## src/hw/rtl/dsl_token_lexer_assert.svh

```systemverilog
// Assertion macros for the token lexer. Each macro expects clk and rst_n in scope.
`ifndef DSL_TOKEN_LEXER_ASSERT_SVH
`define DSL_TOKEN_LEXER_ASSERT_SVH

// The consequent must hold in the same cycle as the antecedent.
`define DSL_LEX_ASSERT_NOW(lbl, ante, cons) \
  lbl: assert property (@(posedge clk) disable iff (!rst_n) (ante) |-> (cons)) \
    else $error("dsl_token_lexer: same-cycle check failed");

// The consequent must hold in the cycle after the antecedent.
`define DSL_LEX_ASSERT_NEXT(lbl, ante, cons) \
  lbl: assert property (@(posedge clk) disable iff (!rst_n) (ante) |=> (cons)) \
    else $error("dsl_token_lexer: next-cycle check failed");

`endif

```

## src/hw/rtl/dsl_lex_pkg.sv

```systemverilog
`timescale 1ns / 1ps

package dsl_lex_pkg;

  localparam int MAX_TOKEN_LEN_DEF = 255;
  localparam int LINE_BITS_DEF     = 16;

  localparam int TOK_LINE_W = 16;
  localparam int TOK_LEN_W  = 8;
  localparam int KW_COUNT   = 12;

  typedef logic [4:0] kind_t;

  localparam kind_t K_EOF    = 5'd0;
  localparam kind_t K_PLUS   = 5'd13;
  localparam kind_t K_MINUS  = 5'd14;
  localparam kind_t K_STAR   = 5'd15;
  localparam kind_t K_SLASH  = 5'd16;
  localparam kind_t K_ASSIGN = 5'd17;
  localparam kind_t K_EQ     = 5'd18;
  localparam kind_t K_NEQ    = 5'd19;
  localparam kind_t K_GT     = 5'd20;
  localparam kind_t K_LT     = 5'd21;
  localparam kind_t K_GTE    = 5'd22;
  localparam kind_t K_LTE    = 5'd23;
  localparam kind_t K_SEMI   = 5'd24;
  localparam kind_t K_COMMA  = 5'd25;
  localparam kind_t K_LPAR   = 5'd26;
  localparam kind_t K_RPAR   = 5'd27;
  localparam kind_t K_IDENT  = 5'd28;
  localparam kind_t K_NUMBER = 5'd29;
  localparam kind_t K_STRING = 5'd30;
  localparam kind_t K_ERROR  = 5'd31;

  // Number recognizer phases.
  localparam logic [1:0] NUM_START  = 2'd0;
  localparam logic [1:0] NUM_ZERO   = 2'd1;
  localparam logic [1:0] NUM_DIGITS = 2'd2;
  localparam logic [1:0] NUM_DEAD   = 2'd3;

  // Keywords packed right-aligned, first character in the most significant used byte.
  localparam logic [47:0] KW_TEXT [KW_COUNT] = '{
    48'h0000_0056_4152,  // VAR
    48'h0000_4C4F_4144,  // LOAD
    48'h4649_4C54_4552,  // FILTER
    48'h0000_004D_4150,  // MAP
    48'h5345_4C45_4354,  // SELECT
    48'h0000_5341_5645,  // SAVE
    48'h0000_0046_4F52,  // FOR
    48'h0057_4849_4C45,  // WHILE
    48'h0000_0000_494E,  // IN
    48'h0000_0000_444F,  // DO
    48'h0000_0045_4E44,  // END
    48'h0000_0000_544F   // TO
  };
  localparam logic [2:0] KW_LEN [KW_COUNT] = '{
    3'd3, 3'd4, 3'd6, 3'd3, 3'd6, 3'd4, 3'd3, 3'd5, 3'd2, 3'd2, 3'd3, 3'd2
  };

  typedef struct packed {
    kind_t                 kind;
    logic [TOK_LINE_W-1:0] line;
    logic [TOK_LEN_W-1:0]  length;
    logic                  last;
  } tok_t;

  function automatic logic is_letter(input logic [7:0] c);
    return (c >= 8'h61 && c <= 8'h7A) || (c >= 8'h41 && c <= 8'h5A);
  endfunction

  function automatic logic is_digit(input logic [7:0] c);
    return c >= 8'h30 && c <= 8'h39;
  endfunction

  function automatic logic is_blank(input logic [7:0] c);
    return c == 8'h20 || c == 8'h09 || c == 8'h0D;
  endfunction

  function automatic logic is_str_char(input logic [7:0] c);
    return is_letter(c) || is_digit(c) || c == 8'h5F || c == 8'h20 || c == 8'h2E ||
           c == 8'h2F;
  endfunction

  function automatic logic is_pair_head(input logic [7:0] c);
    return c == 8'h3D || c == 8'h21 || c == 8'h3E || c == 8'h3C;
  endfunction

  // Returns K_EOF when the byte is not a single-character operator.
  function automatic kind_t single_op(input logic [7:0] c);
    kind_t k;
    case (c)
      8'h2B: k = K_PLUS;
      8'h2D: k = K_MINUS;
      8'h2A: k = K_STAR;
      8'h2F: k = K_SLASH;
      8'h3B: k = K_SEMI;
      8'h2C: k = K_COMMA;
      8'h28: k = K_LPAR;
      8'h29: k = K_RPAR;
      default: k = K_EOF;
    endcase
    return k;
  endfunction

  function automatic logic ends_word(input logic [7:0] c);
    return is_blank(c) || c == 8'h0A || c == 8'h22 || is_pair_head(c) ||
           single_op(c) != K_EOF;
  endfunction

  function automatic logic [1:0] first_phase(input logic [7:0] c);
    logic [1:0] p;
    if (c == 8'h30) begin
      p = NUM_ZERO;
    end else if (c >= 8'h31 && c <= 8'h39) begin
      p = NUM_DIGITS;
    end else begin
      p = NUM_DEAD;
    end
    return p;
  endfunction

  function automatic kind_t single_of_held(input logic [7:0] c);
    kind_t k;
    case (c)
      8'h3D: k = K_ASSIGN;
      8'h3E: k = K_GT;
      8'h3C: k = K_LT;
      default: k = K_ERROR;
    endcase
    return k;
  endfunction

  function automatic kind_t pair_of_held(input logic [7:0] c);
    kind_t k;
    case (c)
      8'h3D: k = K_EQ;
      8'h21: k = K_NEQ;
      8'h3E: k = K_GTE;
      default: k = K_LTE;
    endcase
    return k;
  endfunction

  // All twelve keyword compares run side by side; the lowest match wins.
  function automatic kind_t word_kind(input logic [47:0] win, input logic [7:0] len,
                                      input logic ident, input logic [1:0] phase);
    kind_t       k;
    logic [47:0] mask;
    if (ident) begin
      k = K_IDENT;
    end else if (phase == NUM_ZERO || phase == NUM_DIGITS) begin
      k = K_NUMBER;
    end else begin
      k = K_ERROR;
    end
    for (int i = KW_COUNT - 1; i >= 0; i--) begin
      mask = ~(48'hFFFF_FFFF_FFFF << (8 * KW_LEN[i]));
      if (len == 8'(KW_LEN[i]) && (win & mask) == KW_TEXT[i]) begin
        k = kind_t'(i + 1);
      end
    end
    return k;
  endfunction

endpackage

```

## src/hw/rtl/dsl_token_lexer.sv

```systemverilog
`timescale 1ns / 1ps

// Channel   Direction  Handshake         Beat contents
// in_       input      in_valid/in_stall  in_char_in, in_end_of_input
// out_      output     out_valid/out_stall out_token_kind, out_token_line,
//                                         out_token_length, out_last
//
// A character beat is registered, then lexed against the lexer state;
// its zero, one or two tokens go into a four-entry result queue.
// One character per cycle is taken while the queue has room; the input stalls when
// the queue holds more than two. An input beat passes the input register and then
// the result queue before its first token is offered at the output.
// Synchronous active-low reset returns the lexer to idle at line 1 and empties the queue.
// out_stall only holds the queue head; in_stall is a function of registers alone.

module dsl_token_lexer
  import dsl_lex_pkg::*;
#(
  parameter int MAX_TOKEN_LEN = MAX_TOKEN_LEN_DEF,
  parameter int LINE_BITS     = LINE_BITS_DEF
) (
  input  logic                  clk,
  input  logic                  rst_n,
  input  logic                  in_valid,
  output logic                  in_stall,
  input  logic [7:0]            in_char_in,
  input  logic                  in_end_of_input,
  output logic                  out_valid,
  input  logic                  out_stall,
  output kind_t                 out_token_kind,
  output logic [TOK_LINE_W-1:0] out_token_line,
  output logic [TOK_LEN_W-1:0]  out_token_length,
  output logic                  out_last
);

  localparam int RUN_W = $clog2(MAX_TOKEN_LEN + 1);
  localparam int QD    = 4;
  localparam int QP_W  = $clog2(QD);
  localparam int QC_W  = $clog2(QD + 1);

  localparam logic [1:0] MODE_IDLE = 2'd0;
  localparam logic [1:0] MODE_OP   = 2'd1;
  localparam logic [1:0] MODE_WORD = 2'd2;
  localparam logic [1:0] MODE_STR  = 2'd3;

  localparam logic [LINE_BITS-1:0] LINE_ONE = LINE_BITS'(1);
  localparam logic [RUN_W-1:0]     RUN_MAX  = RUN_W'(MAX_TOKEN_LEN);
  localparam logic [RUN_W-1:0]     RUN_ONE  = RUN_W'(1);

  // Input register
  logic       s1_valid_r;
  logic [7:0] s1_char_r;
  logic       s1_eoi_r;

  // Lexer state
  logic [1:0]           mode_r, mode_nxt;
  logic [7:0]           held_r, held_nxt;
  logic [RUN_W-1:0]     run_r, run_nxt;
  logic                 ident_r, ident_nxt;
  logic [1:0]           phase_r, phase_nxt;
  logic                 str_ok_r, str_ok_nxt;
  logic [47:0]          win_r, win_nxt;
  logic [LINE_BITS-1:0] line_r, line_nxt;
  logic [LINE_BITS-1:0] start_r, start_nxt;

  // Result queue
  tok_t            q_r [QD];
  logic [QP_W-1:0] wr_r, rd_r;
  logic [QC_W-1:0] cnt_r;

  logic            room;
  logic            proc;
  logic            pop;
  logic [1:0]      push_n;

  logic [7:0]       c;
  logic [RUN_W-1:0] w_run;
  logic             w_ident;
  logic [1:0]       w_phase;
  logic [47:0]      w_win;
  logic [RUN_W-1:0] s_run;

  logic                 a_v;
  kind_t                a_kind;
  logic [RUN_W-1:0]     a_len;
  logic                 f_v;
  kind_t                f_kind;
  logic [RUN_W-1:0]     f_len;
  logic                 do_fresh;
  kind_t                fresh_op;

  tok_t tok_a, tok_f, res0, res1;
  logic res0_v, res1_v;

  assign room     = cnt_r <= QC_W'(QD - 2);
  assign in_stall = s1_valid_r && !room;
  assign proc     = s1_valid_r && room;
  assign pop      = out_valid && !out_stall;

  assign c = s1_char_r;

  // Values after appending the current byte to the word in progress.
  assign w_run   = run_r + RUN_ONE;
  assign w_ident = ident_r && (is_letter(c) || is_digit(c) || c == 8'h5F);
  assign w_win   = {win_r[39:0], c};
  assign s_run   = run_r + RUN_ONE;
  assign fresh_op = single_op(c);

  always_comb begin
    case (phase_r)
      NUM_START:  w_phase = first_phase(c);
      NUM_DIGITS: w_phase = is_digit(c) ? NUM_DIGITS : NUM_DEAD;
      default:    w_phase = NUM_DEAD;
    endcase
  end

  always_comb begin
    mode_nxt   = mode_r;
    held_nxt   = held_r;
    run_nxt    = run_r;
    ident_nxt  = ident_r;
    phase_nxt  = phase_r;
    str_ok_nxt = str_ok_r;
    win_nxt    = win_r;
    line_nxt   = line_r;
    start_nxt  = start_r;
    a_v        = 1'b0;
    a_kind     = K_ERROR;
    a_len      = run_r;
    f_v        = 1'b0;
    f_kind     = K_EOF;
    f_len      = '0;
    do_fresh   = 1'b0;

    if (proc) begin
      if (s1_eoi_r) begin
        case (mode_r)
          MODE_OP: begin
            a_v    = 1'b1;
            a_kind = single_of_held(held_r);
            a_len  = RUN_ONE;
          end
          MODE_WORD: begin
            a_v    = 1'b1;
            a_kind = word_kind(win_r, 8'(run_r), ident_r, phase_r);
          end
          MODE_STR: begin
            a_v = 1'b1;
          end
          default: begin
            a_v = 1'b0;
          end
        endcase
        mode_nxt = MODE_IDLE;
        f_v      = 1'b1;
      end else begin
        case (mode_r)
          MODE_OP: begin
            mode_nxt = MODE_IDLE;
            a_v      = 1'b1;
            if (c == 8'h3D) begin
              a_kind = pair_of_held(held_r);
              a_len  = RUN_W'(2);
            end else begin
              a_kind   = single_of_held(held_r);
              a_len    = RUN_ONE;
              do_fresh = 1'b1;
            end
          end
          MODE_WORD: begin
            if (!ends_word(c)) begin
              run_nxt   = w_run;
              ident_nxt = w_ident;
              phase_nxt = w_phase;
              win_nxt   = w_win;
              if (w_run >= RUN_MAX) begin
                a_v      = 1'b1;
                a_kind   = word_kind(w_win, 8'(w_run), w_ident, w_phase);
                a_len    = w_run;
                mode_nxt = MODE_IDLE;
              end
            end else begin
              a_v      = 1'b1;
              a_kind   = word_kind(win_r, 8'(run_r), ident_r, phase_r);
              mode_nxt = MODE_IDLE;
              do_fresh = 1'b1;
            end
          end
          MODE_STR: begin
            run_nxt = s_run;
            a_len   = s_run;
            if (c == 8'h22) begin
              a_v      = 1'b1;
              a_kind   = str_ok_r ? K_STRING : K_ERROR;
              mode_nxt = MODE_IDLE;
            end else begin
              if (!is_str_char(c)) begin
                str_ok_nxt = 1'b0;
              end
              // An overlong string is cut here without consuming another byte.
              if (s_run >= RUN_MAX) begin
                a_v      = 1'b1;
                mode_nxt = MODE_IDLE;
              end
            end
          end
          default: begin
            do_fresh = 1'b1;
          end
        endcase
      end

      if (do_fresh) begin
        if (c == 8'h0A) begin
          if (line_r != '1) begin
            line_nxt = line_r + LINE_ONE;
          end
        end else if (!is_blank(c)) begin
          start_nxt = line_r;
          if (c == 8'h22) begin
            mode_nxt   = MODE_STR;
            run_nxt    = RUN_ONE;
            str_ok_nxt = 1'b1;
          end else if (is_pair_head(c)) begin
            mode_nxt = MODE_OP;
            held_nxt = c;
          end else if (fresh_op != K_EOF) begin
            f_v    = 1'b1;
            f_kind = fresh_op;
            f_len  = RUN_ONE;
          end else begin
            // The cut length is at least eight, so a one-byte word never ends here.
            mode_nxt  = MODE_WORD;
            run_nxt   = RUN_ONE;
            ident_nxt = is_letter(c);
            phase_nxt = first_phase(c);
            win_nxt   = {40'd0, c};
          end
        end
      end
    end
  end

  always_comb begin
    tok_a.kind   = a_kind;
    tok_a.line   = TOK_LINE_W'(start_r);
    tok_a.length = TOK_LEN_W'(a_len);
    tok_a.last   = !f_v;
    tok_f.kind   = f_kind;
    tok_f.line   = TOK_LINE_W'(line_r);
    tok_f.length = TOK_LEN_W'(f_len);
    tok_f.last   = 1'b1;
    if (a_v) begin
      res0   = tok_a;
      res0_v = 1'b1;
      res1   = tok_f;
      res1_v = f_v;
    end else begin
      res0   = tok_f;
      res0_v = f_v;
      res1   = tok_f;
      res1_v = 1'b0;
    end
    push_n = {1'b0, res0_v} + {1'b0, res1_v};
  end

  always_ff @(posedge clk) begin
    if (!rst_n) begin
      s1_valid_r <= 1'b0;
      mode_r     <= MODE_IDLE;
      held_r     <= '0;
      run_r      <= '0;
      ident_r    <= 1'b0;
      phase_r    <= NUM_START;
      str_ok_r   <= 1'b0;
      win_r      <= '0;
      line_r     <= LINE_ONE;
      start_r    <= LINE_ONE;
      wr_r       <= '0;
      rd_r       <= '0;
      cnt_r      <= '0;
    end else begin
      if (!in_stall) begin
        s1_valid_r <= in_valid;
      end
      mode_r   <= mode_nxt;
      held_r   <= held_nxt;
      run_r    <= run_nxt;
      ident_r  <= ident_nxt;
      phase_r  <= phase_nxt;
      str_ok_r <= str_ok_nxt;
      win_r    <= win_nxt;
      line_r   <= line_nxt;
      start_r  <= start_nxt;
      wr_r     <= wr_r + QP_W'(push_n);
      rd_r     <= rd_r + QP_W'(pop);
      cnt_r    <= cnt_r + QC_W'(push_n) - QC_W'(pop);
    end
  end

  always_ff @(posedge clk) begin
    if (in_valid && !in_stall) begin
      s1_char_r <= in_char_in;
      s1_eoi_r  <= in_end_of_input;
    end
    if (res0_v) begin
      q_r[wr_r] <= res0;
    end
    if (res1_v) begin
      q_r[wr_r + QP_W'(1)] <= res1;
    end
  end

  assign out_valid        = cnt_r != '0;
  assign out_token_kind   = q_r[rd_r].kind;
  assign out_token_line   = q_r[rd_r].line;
  assign out_token_length = q_r[rd_r].length;
  assign out_last         = q_r[rd_r].last;

`include "dsl_token_lexer_assert.svh"

  `DSL_LEX_ASSERT_NOW(a_queue_bound, 1'b1, cnt_r <= QC_W'(QD))
  `DSL_LEX_ASSERT_NOW(a_eof_is_last, out_valid && out_token_kind == K_EOF, out_last)
  `DSL_LEX_ASSERT_NEXT(a_eoi_to_idle, proc && s1_eoi_r, mode_r == MODE_IDLE)
  `DSL_LEX_ASSERT_NOW(a_line_nonzero, 1'b1, line_r != '0)

endmodule

```

## config.mk

```make
export PLATFORM = sky130hd
export DESIGN_NAME = dsl_token_lexer
export DESIGN_NICKNAME = d
export VERILOG_FILES = /design/src/hw/rtl/dsl_lex_pkg.sv /design/src/hw/rtl/dsl_token_lexer.sv
export VERILOG_INCLUDE_DIRS = /design/src /design/src/hw/rtl
export SDC_FILE = /design/constraint.sdc
export NUM_CORES = 1
export LEC_CHECK = 0
export ABC_AREA = 1
export BUFFER_PORTS_ARGS = -buffer_cell sky130_fd_sc_hd__buf_2
export CORE_MARGIN = 4
export CORE_UTILIZATION = 60
export DETAILED_ROUTE_END_ITERATION = 7
export HOLD_SLACK_MARGIN = 0.12
export PLACE_DENSITY = 0.77
export SKIP_LAST_GASP = 1
export SLEW_MARGIN = 20
export SYNTH_ARGS = -nofsm -noshare
export SYNTH_HDL_FRONTEND = slang
export SYNTH_SLANG_ARGS = --single-unit
```

## constraint.sdc

```tcl
create_clock -name clk -period 10.15 [get_ports clk]
set_input_delay 2.03 -clock clk [delete_from_list [all_inputs] [get_ports clk]]
set_output_delay 2.03 -clock clk [all_outputs]
set_load 0.05 [all_outputs]
```

# After elaboration in Yosys (flattened, before gate mapping)
# Memories as Yosys holds them, arrays and structs flattened. A register that Yosys moved wholly into a read port is not among the register bits.
# Index checks and enable logic that the tools add are counted.
[totals]
reg_bits = 119
mem_bits_rw = 120
input_bits = 13
output_inout_bits = 32
elab_cells = 315
mem_count = 1
[classes]
add_sub_neg = 8
n_lt_le_gt_ge = 9
eq_ne = 66
mux = 151
bitwise = 3
reduce_logical = 62
[memory_table]
columns = ["name", "depth", "width", "rd", "rd_ports_with_merged_regs", "write_ports", "line", "text"]
rows = [
  ["q_r", 4, 30, 1, 1, 2, "dsl_token_lexer.sv:67", "tok_t q_r [QD];"],
]
[op_table]
columns = ["cell", "n"]
rows = [
  ["$mux W48", 9],
  ["$mux W5", 39],
  ["$eq A24 B23 Y1 const B", 8],
  ["$eq A48 B47 Y1 const B", 4],
  ["$eq A8 B6 Y1 const B", 20],
  ["$eq A32 B31 Y1 const B", 4],
  ["$mux W8", 13],
  ["$eq A16 B15 Y1 const B", 6],
  ["$eq A40 B39 Y1 const B", 2],
  ["$mux W1", 52],
  ["$mux W2", 26],
  ["$eq A8 B3 Y1 const B", 6],
  ["$pmux W5 S8", 1],
  ["$logic_and A1 B1 Y1", 33],
  ["$eq A8 B2 Y1 const B", 4],
  ["$mux W30", 1],
  ["$eq A8 B4 Y1 const B", 3],
  ["$pmux W8 S3", 1],
  ["$logic_or A1 B1 Y1", 17],
  ["$add A16 B1 Y16 const B", 1],
  ["$ge A8 B6 Y1 const B", 2],
  ["$ge A8 B7 Y1 const B", 2],
  ["$le A8 B7 Y1 const B", 2],
  ["$ne A16 B16 Y1 const B", 1],
  ["other kinds (29)", 42],
]

# Depth between registers and ports, before layout
[logic_depth]
ltp_word = 27
mapped_depth = 27
mapped_depth_nobuf = 27

# Worst setup path after synthesis
# OpenSTA, ideal clock, no wires.
[synth_path]
kind = "register -> register"
from = "register run_r[0]"
to = "memory q_r[3][3] (netlist bit)"
setup_time_ns = 0.117
t_arrival_ns = 4.016
required_ns = 10.033
setup_slack_ns = 6.017
stages_incl_launch_ff = 19
n_path_buf = 1
synth_period_minus_slack_ns = 4.133
cell_sequence = "dfxtp_1 -> ha_1 -> inv_1 -> o21ai_0 -> nand2_1 -> nor3_1 -> nand3_1 -> nor3_1 -> inv_1 -> a31o_1 -> nand2_1 -> nand2_2 -> buf_4 -> ha_1 -> nor3_1 -> inv_1 -> nand2_1 -> inv_1 -> a22o_1"
[synth_rtl]
columns = ["item", "line", "text"]
rows = [
  ["start: declaration", "dsl_token_lexer.sv:58", "logic [RUN_W-1:0] run_r, run_nxt;"],
  ["start signal: assignment", "dsl_token_lexer.sv:288", "run_r <= run_nxt;"],
  ["end: declaration", "dsl_token_lexer.sv:67", ""],
]

==> results.sh <==
export IMPL_rsz0062_at_grt="no"
export IMPL_period_share_pct=61.08
export IMPL_coreArea_sq_um=21290
export IMPL_hpwl_um=27230
export IMPL_avgSynthCellArea_sq_um=7.351
export IMPL_wl_per_cell_um=18.39
export IMPL_nets=1819
export IMPL_ys_seq_elements=239
export IMPL_whs_path_depth=2
export IMPL_routabilityCongestion=1.034
export IMPL_min_path_type="reg2reg"
export IMPL_syn_inst=1790
export IMPL_yosysSeqAreaShare_pct=43.74
export IMPL_dr_pass1_iters=5
export IMPL_netlist_cell_type_count=53
export IMPL_worstReg2RegEnd="q_r[1][3]"
export IMPL_die_w_um=156.1
export IMPL_worst_path_largest_cell_delay_ns=1.01
export IMPL_status="completed"
export IMPL_holdWs_ns=0.4654
export IMPL_min_period_ns=6.200
export IMPL_root_buffer="clkbuf_16"
export IMPL_synth_simple_area_share_pct=25.44
export IMPL_muxShareOfSynthArea_pct=0
export IMPL_finClkSkew_ns=0.01505
export IMPL_synth_compound_area_share_pct=20.55
export IMPL_synthAdderAreaFrac_pct=2.054
export IMPL_cp_start_kind="flip-flop"
export IMPL_clk_pin_slew_ns=0.07
export IMPL_cp_arrival_ns=6.65
export IMPL_crit_path_frequent_cell="inv_1"
export IMPL_min_delay_start="held_r[5]"
export IMPL_hold_viol_final=0
export IMPL_reg2reg_slack_ns=3.95
export IMPL_cp_required_ns=10.60
export IMPL_rows=53
export IMPL_fin_util_pct=66.83
export IMPL_ys_flop_type="dfxtp_1"
export IMPL_finalWirelength_um=38240
export IMPL_rr_worst_depth=17
export IMPL_synth_fp_nets=1824
export IMPL_crit_chain="ha_1 > inv_1 > o21ai_0 > nand2_1 > nor3_1 > nand3_1 > nor3_1 > inv_1 > a31o_1 > nand2_1 > nand2_2 > ha_1 > nor3_1 > inv_1 > nand2_1 > inv_1 > a22o_1"
export IMPL_area_growth_pct=8.112
export IMPL_drtIter0Drc=1582
export IMPL_synth_top_family_by_area="simple AND/OR/NAND/NOR gates"
export IMPL_die_area_sq_um=24360
export IMPL_place_area_sq_um=13450
export IMPL_final_max_slew_violation_count=0
export IMPL_ctsResizeCount=0
export IMPL_n_antenna_cell=0
export IMPL_finalSetupViolations=0
export IMPL_ys_warn_count=0
export IMPL_critPathKind="reg2reg"
export IMPL_tightest_slew_ns=1.094
export IMPL_cp_max_fo=45
export IMPL_cts_htree_levels=1
export IMPL_groute_usage_overall_pct=30.99
export IMPL_synth_xor_area_share_pct=0.3994
export IMPL_start_util_pct=61.81
export IMPL_postCtsHoldBufs=0
export IMPL_grt_start_max_net_pins=63
export IMPL_worst_setup_path_end_kind="flip-flop"
export IMPL_r2r_start="run_r[0]"
export IMPL_io_buffers=44
export IMPL_synth_edff_count=97
export IMPL_clk_latency_ns=0.56
export IMPL_ys_async_sr_fraction_pct=0
export IMPL_cts_made_buffers=25
export IMPL_grt_overflow_total=0
export IMPL_maxCapViolations=0
export IMPL_antenna_found_initial=0
export IMPL_max_freq_mhz=161.3
export IMPL_cellLeakagePower_nw=5.135
export IMPL_vias=12610
export IMPL_cts_path_max_buffers=3
export IMPL_cts_tree="built"
export IMPL_post_cts_setup_buffer_count=0
export IMPL_drive_gt1_share_pct=7.816
export IMPL_worst_path_buf_inv=4
export IMPL_crit_path_start="run_r[0]"
export IMPL_die_height_um=156.1
export IMPL_power_density_nw_per_um2=196.7
export IMPL_maxSlewHeadroom_pct=26.88
export IMPL_final_antenna_net_count=0
export IMPL_io_pins=45
export IMPL_setup_tns_final_ns=0
export IMPL_syn_area_sq_um=13160
export IMPL_path_delay_family="simple AND/OR/NAND/NOR gates"
export IMPL_hold_path_endpoint="held_r[5]"
export IMPL_fillCellCount=1831
export IMPL_grt_pass1_wl_um=61910
export IMPL_post_route_drc_count=0
export IMPL_ir_drop_v=0.0001576
export IMPL_design_area_sq_um=14220
export IMPL_slowest_stage="nand2_1"
export IMPL_cts_sinks=239
export IMPL_vias_per_cell=6.066
export IMPL_grt_pass1_vias=11560
-- placed cells by master, fill, tap and decap left out, types with 4 or more instances in the layout --
cell,count
nor2_4,7
nand2_1,385
a22o_1,8
nand2_2,8
o21ai_1,27
buf_2,44
ha_1,20
nand3_1,88
nor2_2,7
edfxtp_1,97
o21ai_0,182
o211ai_1,7
dfxtp_1,141
inv_1,155
o2111ai_1,4
o22ai_1,116
buf_4,8
nor4_1,12
clkbuf_16,25
nand4_1,26
nor2_1,174
a21oi_1,124
nor3_1,48
inv_2,19
clkinv_1,12
clkbuf_1,10
-- metrics by stage --
step                setup slack (ns)  power [mW]  cells
floorplan                      6.017       1.723   1790
global placement               4.354       1.912   2033
detailed placement             4.088       1.923   2033
CTS                            4.072       2.795   2079
global route                   3.388       2.913   2079
finish                         3.950       2.798   2079
-- worst reg2reg max path: cells and delay by family (launching register included) --
family	cells	cell delay, ns
flip-flops	1	0.56
AO/OA/AOI/OAI	3	0.69
adder cells (fa/ha/maj)	2	0.78
buffers and inverters	4	1.19
AND/OR/NAND/NOR	8	2.86
-- state kept, by name, indices dropped and copies added (netlist names), 2 cells and up --
name     flops
cnt_r        3
win_r       48
rd_r         2
wr_r         2
q_r        120
start_r     16
mode_r       2
held_r       8
phase_r      2
c            8
run_r        8
line_r      16
-- cell families (layout without fill, tap and decap cells) --
logic type,count (synthesis),after routing
XOR/XNOR,6,6
adder cells (fa/ha/maj),21,21
flip-flops,239,239
buffers and inverters,267,281
AND/OR/NAND/NOR,771,771
AO/OA/AOI/OAI,486,486
-- synthesized netlist by cell type, types with 12 or more instances --
library cell,count,area share [%]
a21oi_1,124,4.7
buf_2,15,0.57
clkbuf_1,64,1.8
dfxtp_1,142,22
edfxtp_1,97,22
ha_1,20,1.9
inv_1,156,4.5
inv_2,18,0.51
nand2_1,386,11
nand3_1,88,3.3
nand4_1,26,1.2
nor2_1,175,5.0
nor3_1,48,1.8
nor4_1,12,0.57
o21ai_0,182,6.9
o21ai_1,27,1.0
o22ai_1,116,5.5
-- metal layers --
metal,GRT usage (%),share of wire (%),vias up
met5,0,0,-
li1,-,-,6143
met3,3.384,8.8,54
met1,44.44,43,5825
met4,7.378,1.9,0
met2,50.71,46,589
-- final cells by class --
cell class	instances	area [sq um]	share of cell area [%]
clock buffers	36	676.9	4.759
repair buffers	52	280.3	1.970
multi-input cells	1284	6390	44.92
clock inverters	10	90.09	0.6333
inverters	183	686.9	4.829
well taps	275	344.1	2.419
flip-flops and latches	239	5757	40.47
-- worst max path at each step --
stage                end  slack, ns  depth (start not counted)
6_report       q_r[1][3]       3.95                         17
5_1_grt        q_r[1][2]       3.39                         18
4_1_cts        q_r[1][3]       4.07                         17
3_5_place_dp   q_r[1][3]       4.09                         17
3_3_place_gp   q_r[1][3]       4.35                         17
2_1_floorplan  q_r[3][3]       6.02                         18
-- report_power, final --
part	internal [mW]	switching [mW]	leakage (nW)
combinational	0.185	0.637	2.75
sequential	1.05	0.0372	2.01
clock	0.492	0.393	0.372
total	1.73	1.07	5.14
Power figures use the tool's default switching activity.
